[config.mk]
export PLATFORM = sky130hd
export DESIGN_NAME = intel_hex_record_decoder_flat
export DESIGN_NICKNAME = d
export VERILOG_FILES = /design/src/sv/ihex_pkg.sv /design/src/sv/ihex_in_if.sv /design/src/sv/ihex_out_if.sv /design/src/sv/intel_hex_record_decoder.sv /design/src/flat_wrapper.sv
export SDC_FILE = /design/constraint.sdc
export NUM_CORES = 1
export LEC_CHECK = 0
export ABC_CLOCK_PERIOD_IN_PS = 15400
export BUFFER_PORTS_ARGS = -buffer_cell sky130_fd_sc_hd__buf_2
export CAP_MARGIN = 30
export CORE_MARGIN = 2
export CORE_UTILIZATION = 35
export CTS_CLUSTER_SIZE = 12
export DETAILED_ROUTE_END_ITERATION = 8
export SYNTH_ARGS = -nofsm -noshare
export SYNTH_HDL_FRONTEND = slang
export SYNTH_SLANG_ARGS = --single-unit
[constraint.sdc]
create_clock -name i_clk -period 15.4 [get_ports i_clk]
set_input_delay 0.77 -clock i_clk [delete_from_list [all_inputs] [get_ports i_clk]]
set_output_delay 0.77 -clock i_clk [all_outputs]
set_load 0.02 [all_outputs]
[src/sv/ihex_pkg.sv]
// Shared types, codes and per-character decode functions of the Intel HEX record decoder.
`timescale 1ns / 1ps

package ihex_pkg;

    // Character codes
    localparam logic [7:0] CH_COLON = 8'h3A;
    localparam logic [7:0] CH_CR    = 8'h0D;
    localparam logic [7:0] CH_LF    = 8'h0A;

    // Record geometry
    localparam logic [9:0] MIN_LEN = 10'd11;
    localparam logic [9:0] POS_MAX = 10'd1023;

    // Result kinds
    localparam logic KIND_DATA   = 1'b0;
    localparam logic KIND_STATUS = 1'b1;

    // Status codes
    localparam logic [2:0] ST_OK        = 3'd0;
    localparam logic [2:0] ST_BAD_START = 3'd1;
    localparam logic [2:0] ST_BAD_LEN   = 3'd2;
    localparam logic [2:0] ST_BAD_SUM   = 3'd3;
    localparam logic [2:0] ST_BAD_DIGIT = 3'd4;

    // Per-record decode state
    typedef struct packed {
        logic [9:0]  pos;
        logic [3:0]  hi;
        logic [7:0]  cnt;
        logic [15:0] addr;
        logic [7:0]  typ;
        logic [7:0]  sum;
        logic        derr;
        logic        serr;
    } t_rec;

    // State after one character plus a possible data byte
    typedef struct packed {
        t_rec       st;
        logic       have;
        logic [7:0] val;
        logic [7:0] idx;
    } t_feed;

    // {valid, nibble} of an ASCII hex digit; non-hex gives value 0
    function automatic logic [4:0] hex_digit(input logic [7:0] c);
        logic [4:0] r;
        r = 5'd0;
        if (c >= 8'h30 && c <= 8'h39) begin
            r = {1'b1, 4'(c - 8'h30)};
        end else if (c >= 8'h41 && c <= 8'h46) begin
            r = {1'b1, 4'(c - 8'h37)};
        end else if (c >= 8'h61 && c <= 8'h66) begin
            r = {1'b1, 4'(c - 8'h57)};
        end
        return r;
    endfunction

    // Advance the record state by one character
    function automatic t_feed feed_char(input t_rec s, input logic [7:0] c);
        t_feed      f;
        logic [4:0] h;
        logic [7:0] b;
        logic [8:0] k;
        logic [8:0] di;
        f.st   = s;
        f.have = 1'b0;
        f.val  = 8'd0;
        f.idx  = 8'd0;
        h      = hex_digit(c);
        b      = {s.hi, h[3:0]};
        k      = s.pos[9:1] - 9'd1;
        di     = k - 9'd4;
        if (s.pos != POS_MAX) begin
            f.st.pos = s.pos + 10'd1;
            if (s.pos == 10'd0) begin
                if (c != CH_COLON) begin
                    f.st.serr = 1'b1;
                end
            end else begin
                if (!h[4]) begin
                    f.st.derr = 1'b1;
                end
                if (s.pos[0]) begin
                    f.st.hi = h[3:0];
                end else begin
                    f.st.sum = s.sum + b;
                    if (k == 9'd0) begin
                        f.st.cnt = b;
                    end else if (k == 9'd1) begin
                        f.st.addr[15:8] = b;
                    end else if (k == 9'd2) begin
                        f.st.addr[7:0] = b;
                    end else if (k == 9'd3) begin
                        f.st.typ = b;
                    end else if (di < {1'b0, s.cnt}) begin
                        f.have = 1'b1;
                        f.val  = b;
                        f.idx  = di[7:0];
                    end
                end
            end
        end
        return f;
    endfunction

    // End-of-record verdict, in priority order
    function automatic logic [2:0] rec_status(input t_rec s);
        logic [2:0] st;
        if (s.serr || s.pos < MIN_LEN) begin
            st = ST_BAD_START;
        end else if (s.pos != MIN_LEN + {1'b0, s.cnt, 1'b0}) begin
            st = ST_BAD_LEN;
        end else if (s.derr) begin
            st = ST_BAD_DIGIT;
        end else if (s.sum != 8'd0) begin
            st = ST_BAD_SUM;
        end else begin
            st = ST_OK;
        end
        return st;
    endfunction

endpackage

[src/sv/ihex_in_if.sv]
// Character input channel: valid/ready with one character per beat.
`timescale 1ns / 1ps

interface ihex_in_if;
    logic       valid;
    logic       ready;
    logic [7:0] char_in;
    logic       final_char;

    modport source (output valid, output char_in, output final_char, input ready);
    modport sink   (input valid, input char_in, input final_char, output ready);
endinterface

[src/sv/ihex_out_if.sv]
// Result channel: valid/ready with one data byte or record status per beat.
`timescale 1ns / 1ps

interface ihex_out_if;
    logic        valid;
    logic        ready;
    logic        kind;
    logic [7:0]  data_byte;
    logic [7:0]  data_index;
    logic [15:0] record_address;
    logic [7:0]  record_type;
    logic [7:0]  byte_count;
    logic [2:0]  status;

    modport source (output valid, output kind, output data_byte, output data_index,
                    output record_address, output record_type, output byte_count,
                    output status, input ready);
    modport sink   (input valid, input kind, input data_byte, input data_index,
                    input record_address, input record_type, input byte_count,
                    input status, output ready);
endinterface

[src/sv/intel_hex_record_decoder.sv]
// Top level: streaming Intel HEX record decoder.
// Usage:
//   i_in takes one ASCII character per beat; final_char marks the last
//   character of the stream and closes the record in progress.
//   o_out gives one beat per decoded data byte (kind 0) and one status beat
//   (kind 1) at the end of every non-empty record. A record ends at CR LF.
//   Downstream drops the data bytes of a record whose status is not ok.
// Output: a result is registered and appears on o_out in the cycle after
//   the character that causes it is accepted.
// Throughput: one character per cycle when not stalled; all decode work for
//   a character is one pass of combinational logic into the result register.
// Stall: i_in.ready is high while the result register is empty or being
//   taken in the same cycle; a held result blocks new characters.
// Reset: synchronous, active low; clears the record state, the pending CR
//   flag and the result valid. No clearing pass is needed.
`timescale 1ns / 1ps

module intel_hex_record_decoder
    import ihex_pkg::*;
(
    input  logic        i_clk,
    input  logic        i_rst_n,
    ihex_in_if.sink     i_in,
    ihex_out_if.source  o_out
);

    t_rec        r_rec, n_rec;
    logic        r_pend, n_pend;
    logic        r_out_valid;
    logic        n_res;
    logic        r_kind, n_kind;
    logic [7:0]  r_byte, n_byte;
    logic [7:0]  r_index, n_index;
    logic [15:0] r_addr, n_addr;
    logic [7:0]  r_type, n_type;
    logic [7:0]  r_count, n_count;
    logic [2:0]  r_status, n_status;

    t_rec  s_clear;
    t_feed f_cr, f_ch;
    t_rec  s_mid, s_end;
    logic  acc;

    assign acc        = i_in.valid && i_in.ready;
    assign i_in.ready = !r_out_valid || o_out.ready;
    assign s_clear    = '0;

    // Two feeds: a held CR that turned out not to start CR LF, then this char
    assign f_cr  = feed_char(r_rec, CH_CR);
    assign s_mid = r_pend ? f_cr.st : r_rec;
    assign f_ch  = feed_char(s_mid, i_in.char_in);

    // Next record state and result
    always_comb begin
        n_rec    = r_rec;
        n_pend   = r_pend;
        n_res    = 1'b0;
        n_kind   = KIND_DATA;
        n_byte   = 8'd0;
        n_index  = 8'd0;
        n_addr   = r_rec.addr;
        n_type   = r_rec.typ;
        n_count  = r_rec.cnt;
        n_status = ST_OK;
        s_end    = s_mid;
        if (r_pend && i_in.char_in == CH_LF) begin
            // CR LF closes the record
            n_pend   = 1'b0;
            n_res    = (r_rec.pos != 10'd0);
            n_kind   = KIND_STATUS;
            n_status = rec_status(r_rec);
            n_rec    = s_clear;
        end else begin
            if (i_in.char_in == CH_CR && !i_in.final_char) begin
                n_pend = 1'b1;
                s_end  = s_mid;
            end else begin
                n_pend = 1'b0;
                s_end  = f_ch.st;
            end
            n_addr  = s_end.addr;
            n_type  = s_end.typ;
            n_count = s_end.cnt;
            if (i_in.final_char) begin
                n_pend   = 1'b0;
                n_res    = (s_end.pos != 10'd0);
                n_kind   = KIND_STATUS;
                n_status = rec_status(s_end);
                n_rec    = s_clear;
            end else begin
                n_rec = s_end;
                if (r_pend && f_cr.have) begin
                    n_res   = 1'b1;
                    n_byte  = f_cr.val;
                    n_index = f_cr.idx;
                end
                if (!(i_in.char_in == CH_CR) && f_ch.have) begin
                    n_res   = 1'b1;
                    n_byte  = f_ch.val;
                    n_index = f_ch.idx;
                end
            end
        end
    end

    // Control state
    always_ff @(posedge i_clk) begin
        if (!i_rst_n) begin
            r_rec       <= '0;
            r_pend      <= 1'b0;
            r_out_valid <= 1'b0;
        end else begin
            if (acc) begin
                r_rec  <= n_rec;
                r_pend <= n_pend;
            end
            if (acc) begin
                r_out_valid <= n_res;
            end else if (o_out.ready) begin
                r_out_valid <= 1'b0;
            end
        end
    end

    // Result payload
    always_ff @(posedge i_clk) begin
        if (acc && n_res) begin
            r_kind   <= n_kind;
            r_byte   <= n_byte;
            r_index  <= n_index;
            r_addr   <= n_addr;
            r_type   <= n_type;
            r_count  <= n_count;
            r_status <= n_status;
        end
    end

    assign o_out.valid          = r_out_valid;
    assign o_out.kind           = r_kind;
    assign o_out.data_byte      = r_byte;
    assign o_out.data_index     = r_index;
    assign o_out.record_address = r_addr;
    assign o_out.record_type    = r_type;
    assign o_out.byte_count     = r_count;
    assign o_out.status         = r_status;

endmodule

[src/flat_wrapper.sv]
// flat-port wrapper written by rule: the top's interface ports become plain ports
module intel_hex_record_decoder_flat import ihex_pkg::*;
  (i_clk, i_rst_n, i_in_valid, i_in_char_in, i_in_final_char, i_in_ready, o_out_valid, o_out_kind, o_out_data_byte, o_out_data_index, o_out_record_address, o_out_record_type, o_out_byte_count, o_out_status, o_out_ready);
  ihex_in_if i_in_i ();
  ihex_out_if o_out_i ();
  input  logic i_clk;
  input  logic i_rst_n;
  input wire logic [$bits(i_in_i.valid)-1:0] i_in_valid;
  input wire logic [$bits(i_in_i.char_in)-1:0] i_in_char_in;
  input wire logic [$bits(i_in_i.final_char)-1:0] i_in_final_char;
  output wire logic [$bits(i_in_i.ready)-1:0] i_in_ready;
  output wire logic [$bits(o_out_i.valid)-1:0] o_out_valid;
  output wire logic [$bits(o_out_i.kind)-1:0] o_out_kind;
  output wire logic [$bits(o_out_i.data_byte)-1:0] o_out_data_byte;
  output wire logic [$bits(o_out_i.data_index)-1:0] o_out_data_index;
  output wire logic [$bits(o_out_i.record_address)-1:0] o_out_record_address;
  output wire logic [$bits(o_out_i.record_type)-1:0] o_out_record_type;
  output wire logic [$bits(o_out_i.byte_count)-1:0] o_out_byte_count;
  output wire logic [$bits(o_out_i.status)-1:0] o_out_status;
  input wire logic [$bits(o_out_i.ready)-1:0] o_out_ready;
  assign i_in_i.valid = i_in_valid;
  assign i_in_i.char_in = i_in_char_in;
  assign i_in_i.final_char = i_in_final_char;
  assign i_in_ready = i_in_i.ready;
  assign o_out_valid = o_out_i.valid;
  assign o_out_kind = o_out_i.kind;
  assign o_out_data_byte = o_out_i.data_byte;
  assign o_out_data_index = o_out_i.data_index;
  assign o_out_record_address = o_out_i.record_address;
  assign o_out_record_type = o_out_i.record_type;
  assign o_out_byte_count = o_out_i.byte_count;
  assign o_out_status = o_out_i.status;
  assign o_out_i.ready = o_out_ready;
  intel_hex_record_decoder u_core (.i_clk(i_clk), .i_rst_n(i_rst_n), .i_in(i_in_i), .o_out(o_out_i));
endmodule
==> summary.md <==
| Metric | Value |
|---|---|
| Mean Syn Cell Area | `8.81 sq um` |
| Syn Inst Count | `923` |
| PortBufs | `66` |
| Number of I/O pins | `67` |
| Die ar. | `0.0245 sq mm` |
| DR WL/cell | `20.8 um` |
| Initial Util | `35.8%` |
| Endpoint of the worst hold path | `u_core.r_rec[33]` |
| Final Hold Fails | `0` |
| # nets final | `1033` |
| H-tree depth | `3` |
| Clk buf depth | `2` |
| Setup tns final | `0 ps` |
| Minimum clock period | `approximately 6600 ps` |
| Main synth FF type | `dfxtp_1` |
| Initial detailed-routing violation count | `750` |
| Hold_sp | `u_core.r_rec[33]` |
| TritonCTS Buffers | `9` |
| Final Max Tran Viols | `0` |
| Final setup fails | `0` |
| Core area | `0.0227 sq mm` |
| Mapped Area | `0.00813 sq mm` |
| Hold path depth | `2` |
| Vias in the first global route | `6840` |
| Yosys top cell by area | `edfxtp_1` |
| Fmax | `~150 MHz` |
| GRT Util Overall | `between 20% and 30%` |
| Most frequent cell after synthesis | `nand2_1` |
| CTS tree | `built` |
| First-pass GRT wire length | `40.6 mm` |
| 1st-pass router iterations | `7` |
| Root buffer cell | `clkbuf_16` |
| Chip Width | `around 160 um` |
| CP endpoint kind | `flip-flop` |
| Post-synth ARST share | `0%` |
| Status | `finished, final reports clean` |
| DRT antenna net count | `0` |
| Clock-pin slew on the worst setup and hold paths | `90 ps` |
| Residual DRC count | `0` |
| Worst-Margin Slew | `1000 ps` |
| CTS-repair resized insts | `0` |
| Leakage | `3.35 nW` |
| Largest net degree at the start of global routing | `between 50 and 60` |
| Layout area overhead | `10.9%` |
| Number of flops mapped to enable cells by yosys | `52` |
| Critical Path Source Type | `flip-flop` |
| Dpl hpwl | `between 15 and 20 mm` |
| FP Rows | `55` |
| Synth top area share | `19.2%` |
| Remaining Overflow, GRT | `0` |
| Pwr per Cell Area | `67.9 mW/mm^2` |
| Post-layout util | `39.7%` |
| Synth Register Bits | `110` |
| Post-CTS setup buffer count | `0` |
| Final instance count without filler cells | `between 1k and 1.5k` |
| Worst-Skew Late Latency | `370 ps` |
| Max IR drop VDD | `43.8 uV` |
| Post-synth net total | `987` |
| Required time worst endpoint | `15520 ps` |
| Worst r2r dst | `u_core.o_out.status[1]` |
| Register area share after synthesis | `33.5%` |
| Unrepaired setup endpoints after global routing | `false` |
| Die height | `156 um` |
| Maxcap violations | `0` |
| Vias | `between 7k and 8k` |
| Worst Path Max Fanout | `16` |
| Top post-synthesis cells by count | `nand2_1 (85), nor2b_1 (63), nor2_1 (62), dfxtp_1 (58), edfxtp_1 (52)` |
| Layout Skew | `19.2 ps` |
| Main area contributors after synthesis | `edfxtp_1 (19%), dfxtp_1 (14%), ha_1 (7.5%)` |
| RD Place Congestion | `0.994` |
| Initial antenna violation count | `0` |
| Reg2reg start | `u_core.r_rec[47]` |
| WS Path Type | `reg2reg` |
| DP Cell Count | `1243` |
| Arrival time at the worst endpoint | `just under 7000 ps` |
| Sink Count | `110` |
| Worst r2r path cells | `24` |
| Routed vias/inst | `5.85` |
| Layout cells sized above 1 | `about 14%` |
| Worst relative slew slack | `32.7%` |
| Cts-stage hold buffer count | `0` |
| Worst hold path type | `reg2reg` |
| Antenna cell count | `0` |
| Period utilization | `43.1%` |
| Synth cell types | `94` |
| Post-Route WL | `26.2 mm` |
| Synth Warn # | `0` |
| Worst reg2reg setup slack | `slightly below 9000 ps` |
-- layout make-up --
class / instances / area [sq um]
clock buffers: 9 / 225
clock inverters: 7 / 65.1
fillers: 2283 / 13700
inverters: 50 / 189
multi-input cells: 719 / 5020
flip-flops and latches: 110 / 2720
well taps: 285 / 357
repair buffers: 79 / 438
-- cell usage in the layout (no fill, tap or decap), types with 37 or more instances in the layout --
master	instances
nand2_1	85
buf_2	66
nor2b_1	63
nor2_1	62
dfxtp_1	58
edfxtp_1	52
a22oi_1	49
ha_1	49
inv_1	48
o21ai_0	44
a21oi_1	37
-- how the worst max path moves through the flow --
stage	startpoint	end	slack (ps)	cells after the start
floorplan	u_core.r_rec[47]	u_core.o_out.byte_count[0]	6980	18
global placement	u_core.r_rec[47]	u_core.o_out.record_type[3]	9180	19
detailed placement	u_core.r_rec[47]	u_core.o_out.record_type[0]	8920	19
CTS	u_core.r_rec[46]	u_core.o_out.record_type[2]	8870	19
global route	u_core.r_rec[46]	u_core.o_out.status[0]	8370	19
finish	u_core.r_rec[47]	u_core.o_out.status[1]	8770	24
-- power breakdown --
part	total, mW	internal, mW	switching, mW
Sequential	0.314	0.311	0.00266
Combinational	0.0597	0.0189	0.0408
Clock	0.239	0.114	0.125
-- critical path: stages, from the launching register on --
cell	delay (ps)
dfxtp_1	590
ha_1	470
nand3_2	170
o31ai_4	420
mux2i_1	520
clkinv_2	290
a21oi_4	260
xnor2_1	200
ha_1	280
nand2_1	90
nor2_1	170
nand2_2	110
nor3_4	570
o21ai_0	300
ha_1	380
inv_1	90
nand2_1	60
o32ai_1	250
a32oi_1	90
a21oi_1	130
o2111ai_1	130
nor4_2	280
o21ai_1	150
nand4bb_1	210
o2bb2ai_1	170
-- layer usage --
metal / vias to the layer above / part of all wire, % / track usage [%]
li1: 3478 / - / -
met1: 3533 / 46 / 31.0
met2: 318 / 45 / 34.3
met3: 38 / 7.1 / 3.49
met4: 0 / 2.1 / 5.33
met5: - / 0 / 0
-- registers in the layout (all words and copies together) (netlist names) --
name                         flops
u_core.o_out.data_byte           8
u_core.r_pend                    1
u_core.o_out.kind                1
u_core.o_out.data_index          8
u_core.o_out.record_type         8
u_core.o_out.status              3
u_core.o_out.record_address     16
u_core.o_out.valid               1
u_core.o_out.byte_count          8
u_core.r_rec                    56
-- stage by stage --
step                      hold slack, ps  total power [mW]  setup slack (ps)  instance area [sq um]
after global placement               501             0.379              9180                   8710
final                                534             0.613              8770                   9020
after global routing                 568             0.631              8370                   9020
after floorplan                      488             0.358              6980                   8130
after CTS                            537             0.616              8870                   9020
after detailed placement             510             0.380              8920                   8730
-- kinds of logic after synthesis --
| family | synth area share [%] |
|---|---|
| adder cells (fa/ha/maj) | 8.15 |
| XOR/XNOR | 5.71 |
| multiplexers | 3.03 |
| flip-flops | 33.5 |
| buffers and inverters | 4.95 |
| AO/OA/AOI/OAI | 21.0 |
| AND/OR/NAND/NOR | 23.6 |
Power figures use the tool's default switching activity.
